File: src/design/salru_pkg.sv
// ---------------------------------------------------------------------------
// salru_pkg
// Types and constants shared by the LRU tag store modules.
// ---------------------------------------------------------------------------
package salru_pkg;

   // Default geometry.
   localparam int DEF_SETS      = 64;
   localparam int DEF_WAYS      = 4;
   localparam int DEF_AGE_WIDTH = 32;

   // Fixed field widths.
   localparam int ADDR_W     = 32;
   localparam int TAG_W      = 32;
   localparam int CNT_W      = 32;
   localparam int WAY_OUT_W  = 2;
   localparam int CSR_IDX_W  = 2;
   localparam int CSR_DATA_W = 4;

   // Raw set index is at most seven bits wide, since index_bits holds up to seven.
   localparam int RAW_SET_W = 7;
   localparam int RAW_SET_N = 128;

   // Configuration register indexes.
   localparam logic [CSR_IDX_W-1:0] REG_WAYS_IN_USE = 2'd0;
   localparam logic [CSR_IDX_W-1:0] REG_INDEX_BITS  = 2'd1;
   localparam logic [CSR_IDX_W-1:0] REG_OFFSET_BITS = 2'd2;

   // Configuration reset values.
   localparam logic [2:0] RST_WAYS_IN_USE = 3'd4;
   localparam logic [2:0] RST_INDEX_BITS  = 3'd6;
   localparam logic [3:0] RST_OFFSET_BITS = 4'd2;

   // Controller states.
   typedef enum logic [1:0] {
      ST_CLEAR,
      ST_IDLE,
      ST_LOOKUP
   } state_type;

   // Commands from the controller to the datapath.
   typedef struct packed {
      logic clear;   // write a zero row at the sweep pointer
      logic start;   // take the request word and read its set
      logic commit;  // write the row back and load the response
   } cmd_type;

   // Status from the datapath to the controller.
   typedef struct packed {
      logic clear_last;  // sweep pointer is at the last row
      logic out_free;    // response register can take a new word
   } status_type;

endpackage

File: src/design/salru_ctrl.sv
// ---------------------------------------------------------------------------
// salru_ctrl
// Controller: clearing sweep after reset, then request / lookup sequencing.
// ---------------------------------------------------------------------------
module salru_ctrl import salru_pkg::*; (
   input  logic       clock,
   input  logic       reset,
   input  logic       req_valid,
   output logic       req_ready,
   input  status_type status,
   output cmd_type    cmd
);

   state_type state_ff;
   state_type state_in;

   // State register.
   always_ff @(posedge clock) begin
      if (reset) begin
         state_ff <= ST_CLEAR;
      end else begin
         state_ff <= state_in;
      end
   end

   // Next state.
   always_comb begin
      state_in = state_ff;
      case (state_ff)
         ST_CLEAR: begin
            if (status.clear_last) begin
               state_in = ST_IDLE;
            end
         end
         ST_IDLE: begin
            if (req_valid) begin
               state_in = ST_LOOKUP;
            end
         end
         ST_LOOKUP: begin
            if (status.out_free) begin
               state_in = ST_IDLE;
            end
         end
         default: state_in = ST_CLEAR;
      endcase
   end

   // Outputs.
   always_comb begin
      cmd       = '0;
      req_ready = 1'b0;
      case (state_ff)
         ST_CLEAR: begin
            cmd.clear = 1'b1;
         end
         ST_IDLE: begin
            req_ready = 1'b1;
            cmd.start = req_valid;
         end
         ST_LOOKUP: begin
            cmd.commit = status.out_free;
         end
         default: begin
            cmd = '0;
         end
      endcase
   end

endmodule

File: config.mk
export PLATFORM = sky130hd
export DESIGN_NAME = salru_ctrl
export DESIGN_NICKNAME = d
export VERILOG_FILES = /design/src/design/salru_pkg.sv /design/src/design/salru_ctrl.sv
export SDC_FILE = /design/constraint.sdc
export NUM_CORES = 1
export LEC_CHECK = 0
export ABC_AREA = 1
export BUFFER_PORTS_ARGS = -buffer_cell sky130_fd_sc_hd__buf_4
export CAP_MARGIN = 15
export CORE_AREA = 4 4 41 43
export DETAILED_ROUTE_END_ITERATION = 6
export DIE_AREA = 0 0 45 47
export PLACE_DENSITY = 0.3
export SLEW_MARGIN = 0
export SYNTH_ARGS = -nofsm -noshare
export SYNTH_HDL_FRONTEND = slang
export SYNTH_SLANG_ARGS = --single-unit
File: constraint.sdc
create_clock -name clock -period 0.9 [get_ports clock]
set_input_delay 0.18 -clock clock [delete_from_list [all_inputs] [get_ports clock]]
set_output_delay 0.18 -clock clock [all_outputs]
set_load 0.005 [all_outputs]
**Word-level counts from Yosys, hierarchy flattened**

Index checks and enable logic that the tools add are counted.

- Flip-flop bits (word level): 2
- Input bits: 5
- Output and inout bits: 4
- Logic and storage cells: 16

- Equality and inequality tests: 5
- Mux-type cells: 8
- Reduce and logical (&&, ||, !) cells: 2

Operators by type and width:

| kind | count |
|---|---|
| 2-bit two-way mux | 3 |
| 2-bit inequality test (second input constant) | 3 |
| 2-bit one-hot mux with 3 select lines | 1 |
| 1-bit two-way mux | 4 |
| 3-bit AND reduction | 1 |
| 2-bit by 1-bit == test with 1-bit output (second input constant) | 1 |
| 2-bit == test (second input constant) | 1 |
| 2-bit logical NOT | 1 |

**Longest topological paths before layout**

- Depth in word-level cells: 3
- Mapped depth: 4
- Depth with buffers taken out: 4

**Worst setup path after synthesis**

Ideal clock, no wire load.

- Kind: register -> output
- Start: register state_ff[1]
- End: output port cmd[0] in the netlist's numbering
- Data arrival time: 597 ps
- Required time: 720 ps
- Slack: 123 ps
- Stages on the path, launching flop included: 3
- Path buffers: 0
- Cells stage by stage: dfxtp_1 > inv_1 > nor3_1

RTL lines:

| what | RTL line | source |
|---|---|---|
| start: declaration | salru_ctrl.sv:14 | `state_type state_ff;` |
| start signal: assignment | salru_ctrl.sv:22 | `state_ff <= state_in;` |
| end: declaration | salru_ctrl.sv:11 | `output cmd_type cmd` |

==> out/qor_table.md <==
| Parameter | This run |
|:---|:---|
| Max Root-Sink Buffers | 2 |
| Most common library cells after synthesis | 7 x inv_1, 4 x nand2_1, 2 x dfxtp_1, 2 x nand3_1, 2 x nor2_1 |
| Number of nets in the layout | 40 |
| Row count | 13 |
| Grt total ovfl | 0 |
| Clock input transition at the sequential cells of the worst setup and hold paths | 0.03 ns |
| Crit Reg-Reg Startpoint | state_ff[1]$_SDFFE_PP0P_ |
| Antenna violations before repair | 0 |
| Setup crit start | state_ff[1]$_SDFFE_PP0P_ |
| Data required time of the critical path | 0.72 ns |
| Vert. Die Dim | 47 um |
| Launch point of the worst hold path | reset |
| Floorplan core area | 1300 um2 |
| Clk sinks | 2 |
| Type of destination of the critical path | output port |
| Xor-xnor portion of the synthesized cell area | 0% |
| Register area share after synthesis | 35.2% |
| Number of synthesized flops with an enable pin | 0 |
| Mapped cell area | 114 um2 |
| Level count of the clock H-tree | 1 |
| Vias | 160 |
| Number of violations reported at the end of detailed-routing iteration 0 | 0 |
| Cell with the most instances after synthesis | inv_1 |
| Finished Core Util | 20.6% |
| 1st-pass router iterations | 1 |
| Drt total wl | 404 um |
| Final setup slack of the worst path | -0.146 ns |
| Startpoint kind of the worst setup timing path | register |
| Number of warning messages in the yosys log | 0 |
| Post-place setup slack | 0.0101 ns |
| Multiplexer share of the synthesized area | 0% |
| Largest Register | state_ff |
| Root Driver | clkbuf_4 |
| Final estimated routing congestion in global placement | 0.655 |
| Maximum resistive drop on vdd | 0.470 mV |
| Half-perimeter wire length after placement | 275 um |
| Class of the most critical setup path | reg2out |
| Skew final | 0.00179 ns |
| Worst relative slew slack | 89.0% |
| Cell type with the largest total area after synthesis | dfxtp_1 |
| Tmin final | 1.05 ns |
| Final number of setup-violating endpoints | 4 |
| Chip Width | 45 um |
| Proportion of netlist area held by the largest area contributor | 35.2% |
| Most instantiated flip-flop cell in the synthesis netlist | dfxtp_1 |
| Total of buffers placed on input and output ports | 8 |
| Least-Margin Pin Slew | 0.163 ns |
| Compound-gate portion of the synthesized area | 8.79% |
| Area of all sequential standard cells | 45.0 um2 |
| RSZ-0062 raised after global routing | yes |
| Count of unique library cells instantiated by Yosys | 8 |
| Area occupied by multi-input gates | 65.1 um2 |
| Antenna Diode Count | 0 |
| Power density normalized to cell area | 1550 nW/um2 |
| First-pass GRT wire length | 696 um |
| Worst skew pair latency | 0.23 ns |
| Run status | finished, violations left |
| Worst-case hold slack | 0.110 ns |
| Worst Hold Class | in2reg |
| Simple-gate share of the synthesized area | 33.0% |
| Via count of the first global-routing pass | 179 |
| Mean area per synthesized cell | 5.69 um2 |
| Top fanout value on the critical path | 3 |
| Leading cell types by total area after synthesis | dfxtp_1 35%, inv_1 23%, nand2_1 13% |
| Final count of hold timing violations | 0 |
| Antenna-violating nets left | 0 |
| Pleak | 0.145 nW |
| MaxCap Viol Count | 0 |
| Dominant combinational cell family by area after synthesis | simple AND/OR/NAND/NOR gates |
| Post-detailed-route wirelength per cell | 8.42 um |
| Overall die area | 2120 um2 |
| Tot GR Track Use | 5.28% |
| CTS tree | built |
| Number of storage elements in the synthesis netlist | 2 |
| Endpoint arrival time on the critical path | 0.87 ns |
| Total DRC errors in the routed layout | 0 |
| Cells after synthesis | 20 |
| Syn_nets | 25 |
| Regs by FF count | state_ff x2 |
| Top-Level Pins | 9 |
| Post-route clock period utilization | 116% |
| Initial Util | 8.75% |
| Via density | 3.33 |
| Clock buffers created by TritonCTS | 3 |
| Filler cells | 164 |
| Largest net degree at the start of global routing | 7 |
| Pins Over Slew Limit | 0 |
| Async set-or-reset flop fraction in the synthesized netlist | 0% |
| Maximum clock frequency | 956 MHz |
| Adder-cell share of the synthesized area | 0% |
| Violated checks | setup timing |
| Layout-stage area growth over the synthesis result | 135% |
| Ratio of cells with drive above 1 in the final layout | 63.6% |
| Number of flip-flops under the largest register name | 2 |
-- cells in the final DEF, fill, tap and decap left out --
| master | count |
|---|---|
| o21ai_0 | 1 |
| buf_6 | 4 |
| inv_1 | 4 |
| nand3_1 | 1 |
| nand3_2 | 1 |
| nor2_4 | 1 |
| clkbuf_4 | 3 |
| dfxtp_4 | 1 |
| nor2_1 | 1 |
| buf_4 | 6 |
| dfxtp_2 | 1 |
| nor3_2 | 1 |
| inv_2 | 3 |
| a21oi_1 | 1 |
| nand2_1 | 4 |
-- power breakdown --
part	leakage, nW	total [mW]	switching (mW)	internal, mW
logic	0.114	0.0992	0.0377	0.0615
registers	0.0175	0.110	0.0122	0.0974
clock network	0.0138	0.207	0.0592	0.148
total	0.145	0.416	0.109	0.307
-- layout make-up --
cell class	instances	area share, %
Timing Repair Buffer	10	33.6
Multi-Input combinational cell	11	24.3
Sequential cell	2	16.8
Inverter	7	9.81
Clock buffer	3	8.41
Tap cell	15	7.01
-- critical path, cell delays in order, from the launching register on --
cell	delay (ns)
dfxtp_2	0.32
buf_6	0.12
nor2_4	0.10
buf_6	0.10
-- cells by family after synthesis --
kind of cell,count (synthesis)
simple gates,9
compound gates,2
buf+inv,7
flops,2
-- metal layers --
metal,vias up,routed length (um),GRT usage [%]
met1,66,142,4.52
met5,-,0,0
met4,0,15,8.77
met2,8,209,8.19
met3,2,36,1.15
li1,84,-,-
-- repair_timing --
item | CTS | global route
setup buffers | 1 | 0
pin swaps | 4 | 3
hold buffers | 0 | 0
gates resized for setup | 11 | 3
setup endpoints to repair | 4 | 5
-- final timing paths --
check                                                 to  cells after the start  slack, ns
worst max-delay path                              cmd[2]                      3      -0.15
worst min-delay path            state_ff[1]$_SDFFE_PP0P_                      2       0.11
worst max register to register  state_ff[0]$_SDFFE_PP0P_                      6       0.02
worst min register to register  state_ff[1]$_SDFFE_PP0P_                      2       0.55
-- metrics by stage --
stage	instance area [um2]	power (mW)	TNS (ns)	instances
2_1_floorplan	114	0.133	0	20
3_5_place_dp	200	0.178	0	44
4_1_cts	260	0.422	-0.552	48
5_1_grt	268	0.443	-0.780	48
3_3_place_gp	200	0.177	0	44
6_report	268	0.416	-0.533	48
No activity file was read; power rests on OpenSTA's default activity.
